===== src/design/ure_pkg.sv =====
package ure_pkg;

  localparam int CfgIdxW  = 3;
  localparam int CfgDataW = 16;

  localparam logic [CfgIdxW-1:0] CFG_SAMPLE_COUNT    = 3'd0;
  localparam logic [CfgIdxW-1:0] CFG_TRIGGER_US      = 3'd1;
  localparam logic [CfgIdxW-1:0] CFG_ECHO_TIMEOUT_US = 3'd2;
  localparam logic [CfgIdxW-1:0] CFG_ECHO_CLAMP_US   = 3'd3;
  localparam logic [CfgIdxW-1:0] CFG_SETTLE_US       = 3'd4;

  localparam int SumW     = 20;
  localparam int FracW    = 4;
  localparam int DivW     = SumW + FracW;
  localparam int DivCntW  = $clog2(DivW);
  localparam int TickW    = 17;
  localparam int DistW    = 15;
  localparam int UsPerCmW = 6;

  localparam logic [UsPerCmW-1:0] US_PER_CM = 6'd58;

  typedef struct packed {
    logic start_req;
    logic echo_level;
  } in_t;

  typedef struct packed {
    logic             trigger_out;
    logic             busy_res;
    logic             distance_valid;
    logic [DistW-1:0] distance_q4;
  } out_t;

  typedef enum logic [4:0] {
    PH_IDLE   = 5'b00001,
    PH_TRIG   = 5'b00010,
    PH_WAIT   = 5'b00100,
    PH_MEAS   = 5'b01000,
    PH_SETTLE = 5'b10000
  } phase_e;

endpackage


===== src/design/ultrasonic_echo_ranger_unit.sv =====
// Ultrasonic echo ranger.
// The input channel carries one transaction per microsecond tick: a start
// request and the sampled echo level. Every input transaction yields exactly
// one output transaction holding the trigger pin level, the busy flag, a
// distance-valid flag and the last distance in centimetres with four fraction
// bits.
// Ordinary ticks can be accepted one per cycle while the input is not stalled.
// The tick that completes a sequence starts a restoring divider that retires
// one quotient bit per cycle; that tick's result appears once the divider is
// done, and no input is taken while the divider runs.
// A finished result waits in the output register; input is still accepted
// while it drains, and input stalls only when that register is held by a
// stalled receiver or the divider is running.
// Reset loads the default register values, returns the sequencer to idle and
// clears the stored distance. Registers are written through the plain write
// port, and should only be changed while the block is idle.
module ultrasonic_echo_ranger_unit #(
  parameter int MAX_SAMPLES = 16
) (
  input  logic                         clk_i,
  input  logic                         rst_ni,
  input  logic                         cfg_we_i,
  input  logic [ure_pkg::CfgIdxW-1:0]  cfg_idx_i,
  input  logic [ure_pkg::CfgDataW-1:0] cfg_data_i,
  input  logic                         in_valid_i,
  output logic                         in_stall_o,
  input  ure_pkg::in_t                 in_data_i,
  output logic                         out_valid_o,
  input  logic                         out_stall_i,
  output ure_pkg::out_t                out_data_o
);
  import ure_pkg::*;

  localparam int SdW  = $clog2(MAX_SAMPLES + 1);
  localparam int CntW = (SdW > 5) ? SdW : 5;
  localparam int DvW  = SdW + UsPerCmW;

  logic [4:0]  sample_count_q;
  logic [7:0]  trigger_us_q;
  logic [15:0] echo_timeout_q;
  logic [15:0] echo_clamp_q;
  logic [15:0] settle_us_q;

  phase_e           phase_q, phase_d;
  logic [TickW-1:0] tick_q, tick_d;
  logic [15:0]      width_q, width_d;
  logic [SdW-1:0]   sd_q, sd_d;
  logic [SumW-1:0]  sum_q, sum_d;
  logic             prev_echo_q, prev_echo_d;
  logic [DistW-1:0] last_dist_q;

  logic             div_busy_q;
  logic [DivCntW-1:0] div_cnt_q;
  logic [DivW-1:0]  quo_q;
  logic [DvW-1:0]   rem_q, dvs_q;
  logic [DvW:0]     rem_sh;
  logic             div_ge;
  logic [DvW-1:0]   rem_nx;
  logic [DivW-1:0]  quo_nx;
  logic             div_done;
  logic [DistW-1:0] dist_sat;

  out_t out_q;
  logic out_valid_q;

  logic            in_fire, out_fire;
  logic            rise, sample_end, leave, finish;
  logic [15:0]     sample_val;
  logic [SumW:0]   sum_add;
  logic [TickW-1:0] tick_inc;
  logic [7:0]      eff_trig;
  logic [CntW-1:0] eff_samples;

  assign in_stall_o  = div_busy_q | (out_valid_q & out_stall_i);
  assign in_fire     = in_valid_i & ~in_stall_o;
  assign out_fire    = out_valid_q & ~out_stall_i;
  assign out_valid_o = out_valid_q;
  assign out_data_o  = out_q;

  assign eff_trig = (trigger_us_q == 8'd0) ? 8'd1 : trigger_us_q;

  always_comb begin
    if (sample_count_q == 5'd0) begin
      eff_samples = CntW'(1);
    end else if (CntW'(sample_count_q) > CntW'(MAX_SAMPLES)) begin
      eff_samples = CntW'(MAX_SAMPLES);
    end else begin
      eff_samples = CntW'(sample_count_q);
    end
  end

  assign rise     = in_data_i.echo_level & ~prev_echo_q;
  assign tick_inc = tick_q + TickW'(1);

  always_comb begin
    phase_d     = phase_q;
    tick_d      = tick_q;
    width_d     = width_q;
    sd_d        = sd_q;
    sum_d       = sum_q;
    prev_echo_d = prev_echo_q;
    sample_end  = 1'b0;
    sample_val  = 16'd0;
    leave       = 1'b0;
    finish      = 1'b0;
    sum_add     = '0;
    if (in_fire) begin
      prev_echo_d = in_data_i.echo_level;
      case (phase_q)
        PH_IDLE: begin
          if (in_data_i.start_req) begin
            sd_d    = '0;
            sum_d   = '0;
            width_d = '0;
            phase_d = PH_TRIG;
            tick_d  = TickW'(1);
          end
        end
        PH_TRIG: begin
          if (tick_q >= TickW'(eff_trig)) begin
            phase_d = PH_WAIT;
            tick_d  = '0;
          end else begin
            tick_d = tick_inc;
          end
        end
        PH_WAIT: begin
          if (rise) begin
            phase_d = PH_MEAS;
            width_d = (echo_clamp_q == 16'd0) ? 16'd0 : 16'd1;
          end else begin
            tick_d = tick_inc;
            if (tick_inc > TickW'(echo_timeout_q)) begin
              sample_end = 1'b1;
              sample_val = echo_clamp_q;
            end
          end
        end
        PH_MEAS: begin
          if (!in_data_i.echo_level) begin
            sample_end = 1'b1;
            sample_val = (width_q < echo_clamp_q) ? width_q : echo_clamp_q;
          end else if (width_q < echo_clamp_q) begin
            width_d = width_q + 16'd1;
          end
        end
        PH_SETTLE: begin
          if (tick_q >= TickW'(settle_us_q)) begin
            leave = 1'b1;
          end else begin
            tick_d = tick_inc;
          end
        end
        default: begin
          phase_d = PH_IDLE;
        end
      endcase

      if (sample_end) begin
        sum_add = {1'b0, sum_q} + (SumW + 1)'(sample_val);
        sum_d   = sum_add[SumW] ? {SumW{1'b1}} : sum_add[SumW-1:0];
        sd_d    = sd_q + SdW'(1);
        if (settle_us_q == 16'd0) begin
          leave = 1'b1;
        end else begin
          phase_d = PH_SETTLE;
          tick_d  = TickW'(1);
        end
      end

      if (leave) begin
        if (CntW'(sd_d) >= eff_samples) begin
          finish  = 1'b1;
          phase_d = PH_IDLE;
        end else begin
          phase_d = PH_TRIG;
          tick_d  = TickW'(1);
        end
      end
    end
  end

  assign rem_sh   = {rem_q, quo_q[DivW-1]};
  assign div_ge   = rem_sh >= {1'b0, dvs_q};
  assign rem_nx   = div_ge ? DvW'(rem_sh - {1'b0, dvs_q}) : rem_sh[DvW-1:0];
  assign quo_nx   = {quo_q[DivW-2:0], div_ge};
  assign div_done = div_busy_q && (div_cnt_q == DivCntW'(DivW - 1));
  assign dist_sat = (quo_nx[DivW-1:DistW] != '0) ? {DistW{1'b1}} : quo_nx[DistW-1:0];

  always_ff @(posedge clk_i or negedge rst_ni) begin
    if (!rst_ni) begin
      sample_count_q <= 5'd2;
      trigger_us_q   <= 8'd10;
      echo_timeout_q <= 16'd60000;
      echo_clamp_q   <= 16'd11650;
      settle_us_q    <= 16'd60000;
    end else if (cfg_we_i) begin
      case (cfg_idx_i)
        CFG_SAMPLE_COUNT:    sample_count_q <= cfg_data_i[4:0];
        CFG_TRIGGER_US:      trigger_us_q   <= cfg_data_i[7:0];
        CFG_ECHO_TIMEOUT_US: echo_timeout_q <= cfg_data_i;
        CFG_ECHO_CLAMP_US:   echo_clamp_q   <= cfg_data_i;
        CFG_SETTLE_US:       settle_us_q    <= cfg_data_i;
        default: ;
      endcase
    end
  end

  always_ff @(posedge clk_i or negedge rst_ni) begin
    if (!rst_ni) begin
      phase_q     <= PH_IDLE;
      tick_q      <= '0;
      width_q     <= '0;
      sd_q        <= '0;
      sum_q       <= '0;
      prev_echo_q <= 1'b0;
      last_dist_q <= '0;
      div_busy_q  <= 1'b0;
      div_cnt_q   <= '0;
      out_valid_q <= 1'b0;
    end else begin
      phase_q     <= phase_d;
      tick_q      <= tick_d;
      width_q     <= width_d;
      sd_q        <= sd_d;
      sum_q       <= sum_d;
      prev_echo_q <= prev_echo_d;
      if (finish) begin
        div_busy_q <= 1'b1;
        div_cnt_q  <= '0;
      end else if (div_done) begin
        div_busy_q  <= 1'b0;
        last_dist_q <= dist_sat;
      end else if (div_busy_q) begin
        div_cnt_q <= div_cnt_q + DivCntW'(1);
      end
      if ((in_fire && !finish) || div_done) begin
        out_valid_q <= 1'b1;
      end else if (out_fire) begin
        out_valid_q <= 1'b0;
      end
    end
  end

  always_ff @(posedge clk_i) begin
    if (finish) begin
      quo_q <= {sum_d, {FracW{1'b0}}};
      rem_q <= '0;
      dvs_q <= DvW'(sd_d) * DvW'(US_PER_CM);
    end else if (div_busy_q) begin
      quo_q <= quo_nx;
      rem_q <= rem_nx;
    end
    if (in_fire && !finish) begin
      out_q.trigger_out    <= (phase_d == PH_TRIG);
      out_q.busy_res       <= (phase_d != PH_IDLE);
      out_q.distance_valid <= 1'b0;
      out_q.distance_q4    <= last_dist_q;
    end else if (div_done) begin
      out_q.trigger_out    <= 1'b0;
      out_q.busy_res       <= 1'b0;
      out_q.distance_valid <= 1'b1;
      out_q.distance_q4    <= dist_sat;
    end
  end

  a_stall_while_dividing : assert property (@(posedge clk_i) disable iff (!rst_ni)
    div_busy_q |-> in_stall_o)
    else $error("input accepted while the divider is running");

  a_finish_starts_divider : assert property (@(posedge clk_i) disable iff (!rst_ni)
    (in_fire && finish) |=> (div_busy_q && !out_valid_q))
    else $error("sequence end did not start the divider");

  a_valid_result_is_idle : assert property (@(posedge clk_i) disable iff (!rst_ni)
    (out_valid_o && out_data_o.distance_valid) |->
      (!out_data_o.busy_res && !out_data_o.trigger_out))
    else $error("distance presented while busy");

  a_divider_ends_in_result : assert property (@(posedge clk_i) disable iff (!rst_ni)
    div_done |=> (out_valid_q && out_q.distance_valid && !div_busy_q))
    else $error("divider finished without presenting a distance");

endmodule


===== config.mk =====
export PLATFORM = sky130hd
export DESIGN_NAME = ultrasonic_echo_ranger_unit
export DESIGN_NICKNAME = d
export VERILOG_FILES = /design/src/design/ure_pkg.sv /design/src/design/ultrasonic_echo_ranger_unit.sv
export SDC_FILE = /design/constraint.sdc
export NUM_CORES = 1
export LEC_CHECK = 0
export ABC_AREA = 0
export BUFFER_PORTS_ARGS = -buffer_cell sky130_fd_sc_hd__buf_2
export CAP_MARGIN = 25
export CELL_PAD_IN_SITES_DETAIL_PLACEMENT = 2
export CELL_PAD_IN_SITES_GLOBAL_PLACEMENT = 2
export CORE_MARGIN = 2
export CORE_UTILIZATION = 35
export CTS_BUF_LIST = sky130_fd_sc_hd__clkbuf_8
export DETAILED_ROUTE_END_ITERATION = 8
export PLACE_DENSITY = 0.68
export REMOVE_ABC_BUFFERS = 1
export SLEW_MARGIN = 20
export SYNTH_ARGS = -nofsm -noshare
export SYNTH_HDL_FRONTEND = slang
export SYNTH_SLANG_ARGS = --single-unit

===== constraint.sdc =====
create_clock -name clk_i -period 20.8 [get_ports clk_i]
set_input_delay 4.16 -clock clk_i [delete_from_list [all_inputs] [get_ports clk_i]]
set_output_delay 4.16 -clock clk_i [all_outputs]
set_load 0.02 [all_outputs]

==> run summary <==
Status = completed
Share of post-route cells with drive strength above 1 = 0.134
Largest net degree at the start of global routing = 85
Async S/R FF share, synth = 0.700
Crit. End Element = primary output
Delay-heaviest family, CP = buffers and inverters
Root Buffer = clkbuf_8
RSZ-0062 raised after global routing = no
Worst Skew = 0.0345 ns
Gr usage total = 0.211
DRT Wirelength = 39.4 mm
Setup_tns = 0 ns
Vias = 10478
Placer congestion estimate = 0.793
Final Max Slew Viols = 0
Die area = 0.0387 mm2
Post-synth top area share = 0.237
Number of port buffers = 45
Fin area = 0.0146 mm2
Commonest cells in the synthesized netlist = nand2_1 (136), dfrtp_1 (123), ha_1 (110), inv_1 (105), nor2_1 (84)
Highest ir drop seen on vdd = 0.0445 mV
Fmax = 0.110 GHz
Post-synthesis sequential area ratio = 0.419
Synthesis Warnings = 0
Vias per cell = 5.48
Pwr dens = 84.2 mW/mm2
Bufs and invs on worst path = 3
Maximum root-to-sink buffer count = 3
Crit-path cells = buf_2 -> a21oi_1 -> inv_1 -> buf_2
Number of global-route vias before repair = 11473
Die Ht = 197 um
Most common cell in the netlist = nand2_1
Worst Hold Class = flop to flop
R2R setup slack = 12.75 ns
Max Fanout on Critical Path = 3
Max-cap viol count = 0
Fin crit period = 9.05 ns
Level count of the clock H-tree = 2
Antenna cell count = 0
Relative slew slack = 0.379
Synth Register Bits = 210
Largest stage delay on the critical path = 0.34 ns
Area after DPL = 0.0137 mm2
CTS resizes = 0
FP Rows = 70
LEAKAGE = 6.74 nW
Setup CP Type = primary input to primary output
Gr ovfl total = 0
First-pass GRT wire length = 64.5 mm
Final setup vio count = 0
Area Growth Syn to Fin = 12.2%
Most used DFF post-synth = dfrtp_1
NumNets Final = 1554
DRT iter0 DRCs = 318
Post-CTS setup buffers = 0
Least-Margin Pin Slew = 0.932 ns
Clock-pin slew on the worst setup and hold paths = 0.06 ns
Final hold viol count = 0
Initial antenna violation count = 1
Area of the core = 0.0366 mm2
Gate Count Post-Synth = 1362
Critical path's slowest cell = a21oi_1
Worst path most repeated cell = buf_2
Final Cycle Share = 0.435
CP Launch Type = primary input
Clock Latency Late Sink = 0.57 ns
Hold slack = 0.445 ns
First-pass iteration count of the detailed router = 4
Num CTS Buffers = 43
Antenna-violating nets left = 0
IO Count = 46
WP data arrival = 4.89 ns
Dpl hpwl = 29.0 mm
DRC viols = 0
Area leader, netlist = dfrtp_1
Netlist Area Pre-Place = 0.0130 mm2
CTS tree = done
Initial core utilization = 0.355
Die width = 197 um
Post-synth EDFFs = 47
CTS Hold Bufs = 0
Routed len/inst = 20.6 um
Netlist cell types = 81
Syn Area/Cell = 9.54 um2
Crit path required time = 16.64 ns
Clock sinks = 210
Leading post-synthesis cells by cell area = dfrtp_1 (24%), edfxtp_1 (11%), ha_1 (11%)
## cell families after synthesis
| logic type | count (synthesis) | share of synthesized area |
|---|---|---|
| xor+xnor | 46 | 0.0310 |
| compound gates | 373 | 0.192 |
| simple gates | 411 | 0.157 |
| flops | 210 | 0.419 |
| buf+inv | 164 | 0.0495 |
| fa+ha+maj | 117 | 0.117 |
| mux | 41 | 0.0346 |
## power breakdown
part           switching, mW  internal [mW]
Sequential            0.0434          0.474
Combinational          0.177          0.110
Clock                  0.189          0.234
## layer usage
metal  track usage  routed length (um)  vias up
li1              -                   -     5033
met1         0.274               17900     5273
met2         0.371               19600      111
met3        0.0282                1010       59
met4        0.0565                 944        2
met5             0                   9        -
## final cells by class
cell class,instances,area [um2]
Fill cell,4036,22000
Multi-Input combinational cell,988,6950
Sequential cell,210,5440
Clock buffer,51,702
Tap cell,468,586
Inverter,106,398
Timing Repair Buffer,62,360
Clock inverter,27,138
## per-stage QoR
step	setup WS [ns]	power, mW	std cells	util
final	11.75	1.23	1912	0.398
after global routing	11.66	1.31	1912	0.398
after CTS	11.74	1.25	1911	0.398
after detailed placement	11.50	0.810	1833	0.375
after global placement	11.66	0.800	1832	0.374
after floorplan	12.16	0.696	1304	-
## worst register-to-register path, delay by kind of cell (launching register included)
| kind | cells | cell delay [ns] |
|---|---|---|
| xor+xnor | 2 | 0.41 |
| buf+inv | 2 | 0.93 |
| compound gates | 6 | 1.75 |
| flops | 1 | 0.52 |
| fa+ha+maj | 3 | 0.95 |
| simple gates | 11 | 3.07 |
## state kept, by name (all words and copies together), names as in the netlist, 8 cells and up
| name | count |
|---|---|
| dvs_q | 10 |
| echo_clamp_q | 16 |
| echo_timeout_q | 16 |
| last_dist_q | 15 |
| out_data_o | 18 |
| quo_q | 24 |
| rem_q | 11 |
| settle_us_q | 16 |
| sum_q | 20 |
| tick_q | 17 |
| trigger_us_q | 8 |
| width_q | 16 |
## final timing paths
check / from / endpoint / cells past startpoint
worst max-delay path: out_stall_i / in_stall_o / 4
worst min-delay path: out_data_o[15] / out_data_o[15] / 2
worst max register to register: tick_q[1] / quo_q[14] / 24
worst min register to register: out_data_o[15] / out_data_o[15] / 2
max in group asynchronous: rst_ni / sum_q[1] / 2
min in group asynchronous: rst_ni / width_q[6] / 1
## cell usage in the layout (no fill, tap or decap), drive strengths merged, types with 20 or more instances in the layout
cell and instances:
nand2 137, dfrtp 123, clkbuf 52, nor2 84
and3 20, ha 110, or3 22, mux2 31
inv 126, xnor2 30, a22o 43, o21ai 108
edfxtp 47, buf 61, nand3 33, dfstp 24
a21oi 69, nor3 21, a21o 52
Power figures use the tool's default switching activity.
